`src/hw/rtl/plc_pkg.sv`:
```
`default_nettype none
// ----------------------------------------------------------------------------
// Pinned LRU tag store package
// Shared sizes, result codes, controller states and cell interface types.
// ----------------------------------------------------------------------------
package plc_pkg;

   localparam int DEPTH  = 16;
   localparam int IDX_W  = (DEPTH > 1) ? $clog2(DEPTH) : 1;
   localparam int CNT_W  = $clog2(DEPTH + 1);
   localparam int TAG_W  = 32;
   localparam int PIN_W  = 16;
   localparam int STAMP_W = 32;
   localparam int SLOT_W = 4;
   localparam int KIND_W = 3;
   localparam int CSR_W  = 5;

   localparam logic [CSR_W-1:0] CACHE_SIZE_RESET = CSR_W'(16);
   localparam logic [PIN_W-1:0] PIN_MAX = '1;

   localparam logic [KIND_W-1:0] KIND_EVICT  = 3'd0;
   localparam logic [KIND_W-1:0] KIND_HIT    = 3'd1;
   localparam logic [KIND_W-1:0] KIND_FILL   = 3'd2;
   localparam logic [KIND_W-1:0] KIND_FULL   = 3'd3;
   localparam logic [KIND_W-1:0] KIND_UNLOAD = 3'd4;
   localparam logic [KIND_W-1:0] KIND_UMISS  = 3'd5;

   localparam logic FUNC_UNLOAD = 1'b1;

   typedef enum logic [2:0] {
      ST_IDLE,
      ST_LOOK,
      ST_SCAN,
      ST_EVICT,
      ST_FILL
   } state_type;

   typedef struct packed {
      logic fill;
      logic load_hit;
      logic unload;
      logic evict;
   } cell_cmd_type;

   typedef struct packed {
      logic               valid;
      logic               hit;
      logic               free_first;
      logic [TAG_W-1:0]   tag;
      logic [PIN_W-1:0]   pins;
      logic [STAMP_W-1:0] stamp;
   } cell_stat_type;

endpackage
`default_nettype wire

```
`src/hw/rtl/plc_cell.sv`:
```
`default_nettype none
// ----------------------------------------------------------------------------
// Pinned LRU tag store cell
// One entry: valid bit, tag, pin count and stamp, with a lowest-free chain link.
// ----------------------------------------------------------------------------
module plc_cell (
   input  wire logic                          clock,
   input  wire logic                          reset,
   input  wire plc_pkg::cell_cmd_type         cmd,
   input  wire logic [plc_pkg::TAG_W-1:0]     tag_in,
   input  wire logic [plc_pkg::STAMP_W-1:0]   stamp_in,
   input  wire logic                          free_seen_in,
   output logic                               free_seen_out,
   output plc_pkg::cell_stat_type             stat
);

   logic                          valid_ff;
   logic [plc_pkg::TAG_W-1:0]     tag_ff;
   logic [plc_pkg::PIN_W-1:0]     pins_ff;
   logic [plc_pkg::STAMP_W-1:0]   stamp_ff;

   // A free cell is the lowest free one when no cell before it was free.
   assign free_seen_out   = free_seen_in | ~valid_ff;
   assign stat.valid      = valid_ff;
   assign stat.hit        = valid_ff && (tag_ff == tag_in);
   assign stat.free_first = ~valid_ff & ~free_seen_in;
   assign stat.tag        = tag_ff;
   assign stat.pins       = pins_ff;
   assign stat.stamp      = stamp_ff;

   always_ff @(posedge clock) begin
      if (reset) begin
         valid_ff <= 1'b0;
      end else if (cmd.fill) begin
         valid_ff <= 1'b1;
      end else if (cmd.evict) begin
         valid_ff <= 1'b0;
      end
   end

   always_ff @(posedge clock) begin
      if (cmd.fill) begin
         tag_ff   <= tag_in;
         pins_ff  <= plc_pkg::PIN_W'(1);
         stamp_ff <= stamp_in;
      end else if (cmd.load_hit) begin
         if (pins_ff != plc_pkg::PIN_MAX) begin
            pins_ff <= pins_ff + plc_pkg::PIN_W'(1);
         end
         stamp_ff <= stamp_in;
      end else if (cmd.unload) begin
         if (pins_ff != '0) begin
            pins_ff <= pins_ff - plc_pkg::PIN_W'(1);
         end
      end
   end

endmodule
`default_nettype wire

```
`src/hw/rtl/pinned_lru_block_cache_tags_core.sv`:
```
`default_nettype none
// ----------------------------------------------------------------------------
// Pinned LRU block cache tag store
// Fully associative tag store with pin counts and LRU eviction of unpinned
// entries, built as a row of entry cells under a small controller.
// ----------------------------------------------------------------------------
// Issue an item by raising start while busy is low. Results come back one per
// cycle at most on the rsp_ ports, each marked by rsp_valid for exactly one
// cycle, and the receiver must take them as they come since it cannot stall
// the block. A load that hits and any unload are answered from the look-up
// state. A load that misses is filled or refused from the fill state after
// any evictions it needs; the least recently used unpinned entry for each
// eviction is found by sweeping the cells one per cycle through a single
// shared age comparator. A sweep that finds no unpinned entry while the store
// is still at or above its target adds no result before the fill or refusal.
// The final result of every item carries rsp_last, and busy is low again in
// the cycle that result is shown, so a new item may be issued then. Write
// cache_size through the csr_ port only while busy is low.
// ----------------------------------------------------------------------------
module pinned_lru_block_cache_tags_core (
   input  wire logic                          clock,
   input  wire logic                          reset,
   input  wire logic                          start,
   output logic                               busy,
   input  wire logic                          req_func,
   input  wire logic [plc_pkg::TAG_W-1:0]     req_block_offset,
   output logic                               rsp_valid,
   output logic [plc_pkg::KIND_W-1:0]         rsp_kind,
   output logic [plc_pkg::TAG_W-1:0]          rsp_tag_offset,
   output logic [plc_pkg::SLOT_W-1:0]         rsp_slot,
   output logic [plc_pkg::PIN_W-1:0]          rsp_pin_count,
   output logic                               rsp_last,
   input  wire logic                          csr_valid,
   output logic                               csr_ready,
   input  wire logic [plc_pkg::CSR_W-1:0]     csr_data
);

   plc_pkg::state_type state_ff, state_in;

   logic [plc_pkg::CSR_W-1:0]     cache_size_ff;
   logic                          func_ff;
   logic [plc_pkg::TAG_W-1:0]     tag_ff;
   logic [plc_pkg::STAMP_W-1:0]   clock_ff, clock_in;
   logic [plc_pkg::CNT_W-1:0]     count_ff, count_in;
   logic [plc_pkg::IDX_W-1:0]     scan_idx_ff, scan_idx_in;
   logic [plc_pkg::IDX_W-1:0]     best_idx_ff, best_idx_in;
   logic [plc_pkg::STAMP_W-1:0]   best_age_ff, best_age_in;
   logic                          found_ff, found_in;

   logic                          rsp_valid_ff, rsp_valid_in;
   logic [plc_pkg::KIND_W-1:0]    rsp_kind_ff, rsp_kind_in;
   logic [plc_pkg::TAG_W-1:0]     rsp_tag_ff, rsp_tag_in;
   logic [plc_pkg::SLOT_W-1:0]    rsp_slot_ff, rsp_slot_in;
   logic [plc_pkg::PIN_W-1:0]     rsp_pins_ff, rsp_pins_in;
   logic                          rsp_last_ff, rsp_last_in;

   plc_pkg::cell_cmd_type  cmd  [plc_pkg::DEPTH];
   plc_pkg::cell_stat_type stat [plc_pkg::DEPTH];
   logic [plc_pkg::DEPTH:0] free_chain;

   logic                          hit_any;
   logic [plc_pkg::IDX_W-1:0]     hit_idx;
   logic [plc_pkg::PIN_W-1:0]     hit_pins;
   logic                          free_any;
   logic [plc_pkg::IDX_W-1:0]     free_idx;
   logic [31:0]                   target;
   logic                          need_evict;
   logic                          need_more;
   logic                          cand;
   logic [plc_pkg::STAMP_W-1:0]   cand_age;
   logic                          better;
   logic                          scan_end;

   // The cells form a row: each hands the "free cell seen" flag to the next,
   // so exactly one free cell claims the fill.
   assign free_chain[0] = 1'b0;

   for (genvar g = 0; g < plc_pkg::DEPTH; g++) begin : g_cell
      plc_cell u_cell (
         .clock         (clock),
         .reset         (reset),
         .cmd           (cmd[g]),
         .tag_in        (tag_ff),
         .stamp_in      (clock_ff),
         .free_seen_in  (free_chain[g]),
         .free_seen_out (free_chain[g+1]),
         .stat          (stat[g])
      );
   end

   // Tags of valid entries are unique, so at most one cell reports a hit.
   always_comb begin
      hit_any  = 1'b0;
      hit_idx  = '0;
      free_any = 1'b0;
      free_idx = '0;
      for (int i = 0; i < plc_pkg::DEPTH; i++) begin
         if (stat[i].hit) begin
            hit_any = 1'b1;
            hit_idx = plc_pkg::IDX_W'(i);
         end
         if (stat[i].free_first) begin
            free_any = 1'b1;
            free_idx = plc_pkg::IDX_W'(i);
         end
      end
   end

   assign hit_pins = stat[hit_idx].pins;

   // Targets above the store depth behave as the depth itself.
   always_comb begin
      target = 32'(cache_size_ff);
      if (target > 32'(plc_pkg::DEPTH)) begin
         target = 32'(plc_pkg::DEPTH);
      end
   end

   assign need_evict = 32'(count_ff) >= target;
   assign need_more  = (32'(count_ff) - 32'd1) >= target;

   // Shared age comparator for the eviction sweep.
   assign cand     = stat[scan_idx_ff].valid && (stat[scan_idx_ff].pins == '0);
   assign cand_age = clock_ff - stat[scan_idx_ff].stamp;
   assign better   = cand && (!found_ff || (cand_age > best_age_ff));
   assign scan_end = scan_idx_ff == plc_pkg::IDX_W'(plc_pkg::DEPTH - 1);

   // Next state.
   always_comb begin
      state_in = state_ff;
      case (state_ff)
         plc_pkg::ST_IDLE: begin
            if (start) begin
               state_in = plc_pkg::ST_LOOK;
            end
         end
         plc_pkg::ST_LOOK: begin
            if (func_ff == plc_pkg::FUNC_UNLOAD || hit_any) begin
               state_in = plc_pkg::ST_IDLE;
            end else if (need_evict) begin
               state_in = plc_pkg::ST_SCAN;
            end else begin
               state_in = plc_pkg::ST_FILL;
            end
         end
         plc_pkg::ST_SCAN: begin
            if (scan_end) begin
               state_in = (found_ff || better) ? plc_pkg::ST_EVICT : plc_pkg::ST_FILL;
            end
         end
         plc_pkg::ST_EVICT: begin
            state_in = need_more ? plc_pkg::ST_SCAN : plc_pkg::ST_FILL;
         end
         plc_pkg::ST_FILL: begin
            state_in = plc_pkg::ST_IDLE;
         end
         default: begin
            state_in = plc_pkg::ST_IDLE;
         end
      endcase
   end

   // Outputs, cell commands and datapath updates.
   always_comb begin
      clock_in     = clock_ff;
      count_in     = count_ff;
      scan_idx_in  = scan_idx_ff;
      best_idx_in  = best_idx_ff;
      best_age_in  = best_age_ff;
      found_in     = found_ff;
      rsp_valid_in = 1'b0;
      rsp_kind_in  = rsp_kind_ff;
      rsp_tag_in   = rsp_tag_ff;
      rsp_slot_in  = rsp_slot_ff;
      rsp_pins_in  = rsp_pins_ff;
      rsp_last_in  = rsp_last_ff;
      for (int i = 0; i < plc_pkg::DEPTH; i++) begin
         cmd[i] = '0;
      end
      case (state_ff)
         plc_pkg::ST_LOOK: begin
            rsp_tag_in  = tag_ff;
            rsp_last_in = 1'b1;
            if (func_ff == plc_pkg::FUNC_UNLOAD) begin
               rsp_valid_in = 1'b1;
               if (hit_any) begin
                  cmd[hit_idx].unload = 1'b1;
                  rsp_kind_in = plc_pkg::KIND_UNLOAD;
                  rsp_slot_in = plc_pkg::SLOT_W'(hit_idx);
                  rsp_pins_in = (hit_pins != '0) ? hit_pins - plc_pkg::PIN_W'(1) : hit_pins;
               end else begin
                  rsp_kind_in = plc_pkg::KIND_UMISS;
                  rsp_slot_in = '0;
                  rsp_pins_in = '0;
               end
            end else if (hit_any) begin
               rsp_valid_in = 1'b1;
               cmd[hit_idx].load_hit = 1'b1;
               clock_in    = clock_ff + plc_pkg::STAMP_W'(1);
               rsp_kind_in = plc_pkg::KIND_HIT;
               rsp_slot_in = plc_pkg::SLOT_W'(hit_idx);
               rsp_pins_in = (hit_pins != plc_pkg::PIN_MAX) ?
                             hit_pins + plc_pkg::PIN_W'(1) : hit_pins;
            end else begin
               scan_idx_in = '0;
               found_in    = 1'b0;
            end
         end
         plc_pkg::ST_SCAN: begin
            if (better) begin
               best_idx_in = scan_idx_ff;
               best_age_in = cand_age;
               found_in    = 1'b1;
            end
            scan_idx_in = scan_idx_ff + plc_pkg::IDX_W'(1);
         end
         plc_pkg::ST_EVICT: begin
            cmd[best_idx_ff].evict = 1'b1;
            count_in     = count_ff - plc_pkg::CNT_W'(1);
            scan_idx_in  = '0;
            found_in     = 1'b0;
            rsp_valid_in = 1'b1;
            rsp_kind_in  = plc_pkg::KIND_EVICT;
            rsp_tag_in   = stat[best_idx_ff].tag;
            rsp_slot_in  = plc_pkg::SLOT_W'(best_idx_ff);
            rsp_pins_in  = '0;
            rsp_last_in  = 1'b0;
         end
         plc_pkg::ST_FILL: begin
            rsp_valid_in = 1'b1;
            rsp_tag_in   = tag_ff;
            rsp_last_in  = 1'b1;
            if (free_any) begin
               cmd[free_idx].fill = 1'b1;
               clock_in    = clock_ff + plc_pkg::STAMP_W'(1);
               count_in    = count_ff + plc_pkg::CNT_W'(1);
               rsp_kind_in = plc_pkg::KIND_FILL;
               rsp_slot_in = plc_pkg::SLOT_W'(free_idx);
               rsp_pins_in = plc_pkg::PIN_W'(1);
            end else begin
               rsp_kind_in = plc_pkg::KIND_FULL;
               rsp_slot_in = '0;
               rsp_pins_in = '0;
            end
         end
         default: begin
         end
      endcase
   end

   always_ff @(posedge clock) begin
      if (reset) begin
         state_ff      <= plc_pkg::ST_IDLE;
         cache_size_ff <= plc_pkg::CACHE_SIZE_RESET;
         clock_ff      <= '0;
         count_ff      <= '0;
         rsp_valid_ff  <= 1'b0;
         found_ff      <= 1'b0;
      end else begin
         state_ff     <= state_in;
         clock_ff     <= clock_in;
         count_ff     <= count_in;
         rsp_valid_ff <= rsp_valid_in;
         found_ff     <= found_in;
         if (csr_valid) begin
            cache_size_ff <= csr_data;
         end
      end
   end

   always_ff @(posedge clock) begin
      if (state_ff == plc_pkg::ST_IDLE && start) begin
         func_ff <= req_func;
         tag_ff  <= req_block_offset;
      end
      scan_idx_ff <= scan_idx_in;
      best_idx_ff <= best_idx_in;
      best_age_ff <= best_age_in;
      rsp_kind_ff <= rsp_kind_in;
      rsp_tag_ff  <= rsp_tag_in;
      rsp_slot_ff <= rsp_slot_in;
      rsp_pins_ff <= rsp_pins_in;
      rsp_last_ff <= rsp_last_in;
   end

   assign busy           = state_ff != plc_pkg::ST_IDLE;
   assign csr_ready      = 1'b1;
   assign rsp_valid      = rsp_valid_ff;
   assign rsp_kind       = rsp_kind_ff;
   assign rsp_tag_offset = rsp_tag_ff;
   assign rsp_slot       = rsp_slot_ff;
   assign rsp_pin_count  = rsp_pins_ff;
   assign rsp_last       = rsp_last_ff;

   // An item ends only with its final result on the ports.
   a_end_with_last: assert property (@(posedge clock) disable iff (reset)
      ($fell(busy) && !$past(reset)) |-> (rsp_valid && rsp_last))
      else $error("item finished without a final result");

   // The entry count never exceeds the store depth.
   a_count_range: assert property (@(posedge clock) disable iff (reset)
      32'(count_ff) <= 32'(plc_pkg::DEPTH))
      else $error("entry count above depth");

   // Evictions are never final and report no pins.
   a_evict_shape: assert property (@(posedge clock) disable iff (reset)
      (rsp_valid && rsp_kind == plc_pkg::KIND_EVICT) |-> (!rsp_last && rsp_pin_count == '0))
      else $error("malformed eviction result");

endmodule
`default_nettype wire

```
`config.mk`:
```
export PLATFORM = sky130hd
export DESIGN_NAME = pinned_lru_block_cache_tags_core
export DESIGN_NICKNAME = d
export VERILOG_FILES = /design/src/hw/rtl/plc_pkg.sv /design/src/hw/rtl/plc_cell.sv /design/src/hw/rtl/pinned_lru_block_cache_tags_core.sv
export SDC_FILE = /design/constraint.sdc
export NUM_CORES = 2
export LEC_CHECK = 0
export BUFFER_PORTS_ARGS = -buffer_cell sky130_fd_sc_hd__buf_2
export CORE_AREA = 2 2 373 375
export CTS_CLUSTER_SIZE = 30
export DETAILED_ROUTE_END_ITERATION = 8
export DIE_AREA = 0 0 375 377
export GPL_ROUTABILITY_DRIVEN = 1
export PLACE_DENSITY = 0.84
export RECOVER_POWER = 50
export SETUP_SLACK_MARGIN = 0.2
export SLEW_MARGIN = 20
export SYNTH_ARGS = -nofsm -noshare
export SYNTH_HDL_FRONTEND = slang
export SYNTH_SLANG_ARGS = --single-unit
```
`constraint.sdc`:
```
create_clock -name clock -period 10.7 [get_ports clock]
set_input_delay 3.21 -clock clock [delete_from_list [all_inputs] [get_ports clock]]
set_output_delay 3.21 -clock clock [all_outputs]
set_load 0.01 [all_outputs]
```
; After elaboration in Yosys (flattened, before gate mapping)
; Index checks and enable logic that the tools add are counted.
[word_totals]
regBits = 1472
input_bits = 42
output_inout_bits = 59
word_cells = 651
[op_classes]
n_addsub = 40
magnitude_cmp = 11
n_eq_ne = 62
mux = 255
n_bitwise = 63
reduce_logical = 140
[op_table]
columns = cell, n
row1 = 2-to-1 mux 32 bit, 35
row2 = 2-to-1 mux 16 bit, 69
row3 = binary-select mux 83 bit (select 4 bit), 3
row4 = equality test 32 bit, 16
row5 = adder 16 x 1 -> 16 bit (second input constant), 17
row6 = inequality test 16 bit (second input constant), 17
row7 = nonzero test 16 bit, 17
row8 = subtractor 16 x 1 -> 16 bit (second input constant), 17
row9 = one-hot mux 64 bit (3 select lines), 1
row10 = 2-to-1 mux 83 bit, 2
row11 = 2-to-1 mux 80 bit, 2
row12 = 2-to-1 mux 4 bit, 35
row13 = nonzero test 2 bit, 67
row14 = 2-to-1 mux 64 bit, 2
row15 = one-hot mux 32 bit (2 select lines), 2
row16 = 2-to-1 mux 48 bit, 2
row17 = 2-to-1 mux 1 bit, 75
row18 = demux 4 bit (select 4 bit), 4
row19 = 2-to-1 mux 63 bit, 1
row20 = 2-to-1 mux 62 bit, 1
row21 = AND reduction 3 bit, 17
row22 = one-hot mux 16 bit (3 select lines), 1
row23 = adder 32 x 1 -> 32 bit (second input constant), 1
row24 = greater-or-equal comparator 32 bit, 1
row25 = 39 further kinds, 166

; Depth between registers and ports, before layout
[logic_depth]
word_depth = 28
depth_mapped = 37
ltp_nobuf = 33

; Hierarchy
; Synthesis repeated with hierarchy kept, for this count alone.
[hier_totals]
cells_unflattened = 6664
hier_area_um2 = 81375.5
[by_module_without_submodules]
columns = module, instances, cells_each, area_per_inst_um2, seq_area_each_um2
row1 = plc_cell at g_cell[0].u_cell ..., 14, 293, 3744.8, 2262.2
row2 = pinned_lru_block_cache_tags_core, 1, 1979, 21481.9, 4814.6
row3 = plc_cell at g_cell[9].u_cell, 1, 301, 3782.4, 2262.2
row4 = plc_cell at g_cell[8].u_cell, 1, 282, 3683.5, 2262.2

; Worst setup path after synthesis
; No wires, ideal clock.
[synth_path]
kind = register to register
from = reg scan_idx_ff[0] (netlist name)
to = reg best_age_ff[0] (netlist name), enable pin
setup_ps = 484
arrival_ps = 9666
required_time_ps = 10216
slack_ps = 550
path_stages_with_launch = 31
path_buffers = 3
synth_period_minus_slack_ps = 10150
cell_sequence = edfxtp_1 -> clkbuf_1 -> clkbuf_1 -> buf_1 -> mux4_2 -> mux4_2 -> inv_1 -> ha_1 -> nor2b_1 -> o21ai_0 -> a21boi_0 -> o21ai_0 -> a21oi_1 -> o21a_1 -> o31a_1 -> o211ai_1 -> a31oi_1 -> and2_1 -> o21a_1 -> o21ai_0 -> a21oi_1 -> o21a_1 -> o41a_1 -> xor2_1 -> ha_1 -> nand4_1 -> or2_2 -> nor3_1 -> a21boi_0 -> o21ai_0 -> a211oi_1
[synth_between]
elab_chain_len = 9
word_cells_on_any_way = 11
classes_between = add/sub (1) / order compare (1) / mux (3) / bitwise (1) / reduce/logical (5)
[synth_lines]
columns = element, line_no
row1 = "start, declared", pinned_lru_block_cache_tags_core.sv:45  ; logic [plc_pkg::IDX_W-1:0] scan_idx_ff, scan_idx_in;
row2 = "start signal, assigned", pinned_lru_block_cache_tags_core.sv:276  ; scan_idx_ff <= scan_idx_in;
row3 = NOT 4 -> 5 bit (implied by the code), pinned_lru_block_cache_tags_core.sv:124  ; assign cand_age = clock_ff - stat[scan_idx_ff].stamp;
row4 = binary-select mux 83 bit (select 4 bit), pinned_lru_block_cache_tags_core.sv:124
row5 = 2-to-1 mux 83 bit (implied by the code) (2 in a row), pinned_lru_block_cache_tags_core.sv:124
row6 = subtractor 32 bit, pinned_lru_block_cache_tags_core.sv:124
row7 = "named net cand_age, one bit", pinned_lru_block_cache_tags_core.sv:70  ; logic [plc_pkg::STAMP_W-1:0] cand_age;
row8 = greater-than comparator 32 bit, pinned_lru_block_cache_tags_core.sv:125  ; assign better = cand && (!found_ff || (cand_age > best_age_ff));
row9 = logical OR 1 bit, pinned_lru_block_cache_tags_core.sv:125
row10 = logical AND 1 bit, pinned_lru_block_cache_tags_core.sv:125
row11 = AND reduction 2 bit (no source line), -
row12 = "end signal, assigned", pinned_lru_block_cache_tags_core.sv:278  ; best_age_ff <= best_age_in;
row13 = "end, declared", pinned_lru_block_cache_tags_core.sv:47  ; logic [plc_pkg::STAMP_W-1:0] best_age_ff, best_age_in;
; The timed path passes the listed nets, and every way through them passes these cells. The select of a mux whose other input is x is not followed.
; A chain may end at the register's enable or synchronous reset.

; Final worst setup path
[layout_path]
from = reg tag_ff[3] (netlist name)
to = reg g_cell[2].u_cell.pins_ff[14] (netlist name)
[layout_between]
elab_chain_len = 27
word_cells_on_any_way = 80
classes_between = order compare (2) / eq/ne (17) / mux (40) / bitwise (1) / reduce/logical (20)
[layout_lines]
columns = element, line_no
row1 = "start, declared", pinned_lru_block_cache_tags_core.sv:42  ; logic [plc_pkg::TAG_W-1:0] tag_ff;
row2 = "start signal, assigned", pinned_lru_block_cache_tags_core.sv:274  ; tag_ff <= req_block_offset;
row3 = equality test 32 bit, plc_cell.sv:25  ; assign stat.hit = valid_ff && (tag_ff == tag_in);
row4 = logical AND 1 bit, plc_cell.sv:25
row5 = 2-to-1 mux 1 bit, pinned_lru_block_cache_tags_core.sv:98  ; if (stat[i].hit) begin
row6 = 2-to-1 mux 4 bit (14 in a row), pinned_lru_block_cache_tags_core.sv:98
row7 = NOT 4 -> 5 bit (implied by the code), "pinned_lru_block_cache_tags_core.sv:187, pinned_lru_block_cache_tags_core.sv:198"
row8 = greater-or-equal comparator 5 bit (implied by the code) or < comparator 5 x 1 -> 1 bit (tied branches), "pinned_lru_block_cache_tags_core.sv:187, pinned_lru_block_cache_tags_core.sv:198"
row9 = logical AND 1 bit (implied by the code), "pinned_lru_block_cache_tags_core.sv:187, pinned_lru_block_cache_tags_core.sv:198"
row10 = 2-to-1 mux 3 bit (implied by the code) or 2-to-1 mux 2 bit (tied branches), "pinned_lru_block_cache_tags_core.sv:198, pinned_lru_block_cache_tags_core.sv:187"
row11 = demux 4 bit (select 4 bit) (on tied branches), "pinned_lru_block_cache_tags_core.sv:198, pinned_lru_block_cache_tags_core.sv:187"
row12 = 2-to-1 mux 63 bit or 2-to-1 mux 62 bit (tied branches), "pinned_lru_block_cache_tags_core.sv:196, pinned_lru_block_cache_tags_core.sv:186"
row13 = 2-to-1 mux 64 bit *, pinned_lru_block_cache_tags_core.sv:184  ; if (func_ff == plc_pkg::FUNC_UNLOAD) begin
row14 = one-hot mux 64 bit (3 select lines) *, pinned_lru_block_cache_tags_core.sv:180  ; case (state_ff)
row15 = inequality test 2 x 1 -> 1 bit (no source line) or nonzero test 2 bit (tied branches), -
row16 = AND reduction 3 bit (no source line), -
row17 = "end signal, assigned", plc_cell.sv:44  ; pins_ff <= plc_pkg::PIN_W'(1);
row18 = "end signal, assigned", plc_cell.sv:48  ; pins_ff <= pins_ff + plc_pkg::PIN_W'(1);
row19 = "end signal, assigned", plc_cell.sv:53  ; pins_ff <= pins_ff - plc_pkg::PIN_W'(1);
row20 = "end, declared", plc_cell.sv:19  ; logic [plc_pkg::PIN_W-1:0] pins_ff;
; Mark *: on every way between the ends. The rest lies on a longest branch, timed or not.

==> flow_metrics.py <==
metrics = {
    "cells_and_area": {
        "area_growth_pct": 9.833,
        "nets": 6918,
        "fin_area_um2": 87190,
        "final_cells": 8481,
        "layout-drive-gt1-share": 0.1273,
    },
    "sta": {
        "worst_pin_slew_ps": 3779,
        "setup_viol": 0,
        "max_slew_margin": -1.519,
        "skew_ps": 76.45,
        "rsz0062_at_grt": "false",
        "tns_ps": 0,
        "final_hold_viol_count": 0,
        "min_period_over_period": 0.9089,
        "layout_setup_ws_ps": 974.7,
        "maxSlewViolCount": 879,
        "fmax_mhz": 102.8,
        "fin_crit_ps": 9725,
    },
    "min_path": {
        "holdPathStages": 2,
        "min-delay-start": "cache_size_ff[3]",
        "hold_end": "cache_size_ff[3]",
        "hold_path.class": "reg2reg",
    },
    "pwr": {
        "net-switching-power_w": 0.003611,
        "pwr_density_cell_nw_per_um2": 156.9,
        "p_clk_frac": 0.415,
        "seqPwrFrac": 0.465,
        "p_leak_nw": 30.94,
        "ir_worst_vdd_mv": 0.1974,
        "internal_power_w": 0.01007,
        "p_sw_frac": 0.2639,
        "combPwrFrac": 0.120,
    },
    "critical_path": {
        "crit_arrival_ps": 10480,
        "cp-start-kind": "register",
        "worst_r2r_endpoint": "g_cell[2].u_cell.pins_ff[14]",
        "reg2reg_depth": 29,
        "rrSetupSlack_ps": 970,
        "slowest_delay_ps": 1790,
        "crit_fanout": 33,
        "cp_slowest_cell": "clkbuf_1",
        "regToRegStartpoint": "tag_ff[3]",
        "endpoint_kind": "register",
        "cp_data_required_time_ps": 11450,
        "path_class": "reg2reg",
    },
    "cts": {
        "worstSkewPairLatency_ps": 860,
        "ctsHoldBuffers": 0,
        "cts_setup_buffers": 0,
        "cts_tree": "done",
        "cts_resized": 0,
        "cts-root-buf": "clkbuf_16",
        "cts_sinks": 1472,
        "cts_htree_levels": 4,
        "cts_buffers": 156,
        "clk_pin_slew_ps": 60,
        "clock_path_buffers": 3,
    },
    "detailed_routing": {
        "drtIter0Drc": 7398,
        "routed_wl_um": 253800,
        "drc": 0,
        "wl_met1_um": 92680,
        "antenna_left": 0,
        "wl_met3_um": 29470,
        "viasPerCell": 6.750,
        "via_count": 57250,
        "wl_met2_um": 115600,
        "wl_per_cell_um": 29.93,
        "first_pass_iters": 9,
        "top_layer_used": "met5",
    },
    "grt": {
        "grt_usage": 0.3564,
        "grt_pass1_wl_um": 369000,
        "antenna_found_initial": 18,
        "grt_max_degree": 137,
        "grt-ovfl-total": 0,
        "grt_pass1_vias": 55470,
    },
    "logic_synthesis": {
        "yosysSeqAreaShare": 0.5166,
        "synthFlopType": "edfxtp_1",
        "synth_top_area_share": 0.4361,
        "yosys.area.top_type": "edfxtp_1",
        "ys_types": 113,
        "synth.area.top_cells": "edfxtp_1 (44%), mux4_2 (9.1%), dfxtp_1 (8.0%)",
        "yosys.cell_count.top_type": "edfxtp_1",
        "yosysWarnings": 0,
        "synth-edff-count": 1153,
        "ys_top_cells_by_count": "edfxtp_1 (1,153), nor2_1 (566), xor2_1 (407)",
        "syn_area_um2": 79390,
        "synthesis.nets": 6812,
        "avgSynthCellArea_um2": 12.32,
        "synth_cells": 6446,
        "synth_seq_cells": 1472,
        "synth_async_sr_flop_share": 0,
    },
    "placement": {
        "gp_congestion": 1.070,
        "dp_slack_ps": 1962,
        "dpl.hpwl_um": 175900,
        "dpl_cell_area_um2": 81940,
        "dp.cells": 8188,
        "portBuffers": 99,
    },
    "floorplanning": {
        "die-area_um2": 141400,
        "die_h_um": 377,
        "coreArea_um2": 137000,
        "die_w_um": 375,
        "io_pins": 101,
        "start_util": 0.5795,
        "rows": 136,
    },
    "run_status": {
        "status": "finished, violations left",
        "violations": "max-capacitance violations, max-slew violations",
    },
    "flow_run": {
        "cap_violations": 24,
    },
}
## cell usage in the layout (no fill, tap or decap), drive strengths merged, types with 64 or more instances in the layout
master  instances
nand4         195
dfxtp         319
nor3           91
edfxtp       1153
mux2i         205
nand3         110
nor2          572
mux4          320
ha            306
nand2         344
xnor2         373
clkbuf        239
a21oi         267
nor4          213
buf           161
o21ai         234
inv           282
clkinv         72
xor2          407
a21o           64
## registers in the layout, summed over array words and instances, names as in the netlist
name                    count
clock_ff                   32
rsp_kind                    3
tag_ff                     32
rsp_tag_offset             32
best_age_ff                32
rsp_pin_count              16
g_cell.u_cell.stamp_ff    512
func_ff                     1
count_ff                    5
scan_idx_ff                 4
g_cell.u_cell.valid_ff     16
cache_size_ff               5
state_ff                    3
g_cell.u_cell.tag_ff      512
rsp_valid                   1
best_idx_ff                 4
found_ff                    1
rsp_slot                    4
g_cell.u_cell.pins_ff     256
rsp_last                    1
## per-stage QoR
step / hold WS [ps] / total power (W) / util
2_1_floorplan: 424.4 / 0.007514 / -
3_3_place_gp: 479.9 / 0.008039 / 0.5981
4_1_cts: 503.6 / 0.01368 / 0.6377
6_report: 501.1 / 0.01368 / 0.6365
3_5_place_dp: 487.6 / 0.008069 / 0.5982
5_1_grt: 542.0 / 0.01403 / 0.6365
## how the worst max path moves through the flow
stage                     slack, ps      startpoint  depth (start not counted)                            to
after global routing            550       tag_ff[5]                         29  g_cell[2].u_cell.pins_ff[14]
after detailed placement       1960  scan_idx_ff[0]                         28               best_age_ff[12]
after CTS                      1820  scan_idx_ff[0]                         28                best_idx_ff[1]
final                           970       tag_ff[3]                         29  g_cell[2].u_cell.pins_ff[14]
after floorplan                 550  scan_idx_ff[0]                         30                best_age_ff[0]
after global placement         2150  scan_idx_ff[0]                         28               best_age_ff[10]
## cells by family after synthesis
logic type	synth area share
XOR/XNOR	0.08605
AND/OR/NAND/NOR	0.1247
other	0.00004724
AO/OA/AOI/OAI	0.06851
flip-flops	0.5166
multiplexers	0.1219
buffers and inverters	0.02946
adder cells (fa/ha/maj)	0.05277
## cell type report
class                           instances  area [um^2]
Antenna cell                            4        10.01
Clock buffer                          191         4105
Clock inverter                         98         1297
Fill cell                            9933        49790
Inverter                              288         1081
Multi-Input combinational cell       4425        36240
Sequential cell                      1472        41010
Tap cell                             1794         2245
Timing Repair Buffer                  209         1206
## power groups by stage
stage | Clock [W] | Combinational (W) | Sequential (W)
2_1_floorplan | 0 | 0.00104 | 0.00648
3_3_place_gp | 0 | 0.00156 | 0.00648
3_5_place_dp | 0 | 0.00159 | 0.00648
4_1_cts | 0.00571 | 0.00161 | 0.00636
5_1_grt | 0.00594 | 0.00172 | 0.00637
6_report | 0.00567 | 0.00164 | 0.00637
## per-layer routing
layer | track usage | vias to the layer above
li1 | - | 24540
met1 | 0.4589 | 28160
met2 | 0.5590 | 3718
met3 | 0.08834 | 808
met4 | 0.1901 | 16
met5 | 0 | -
## critical path, delay by kind of cell, from the launching register on
family / cells / cell delay, ps
buf+inv: 2 / 1880
compound gates: 15 / 3840
flops: 1 / 320
xor+xnor: 2 / 400
fa+ha+maj: 1 / 590
mux: 1 / 90
simple gates: 8 / 2480
Note: power is estimated with default switching activity, not from simulation.
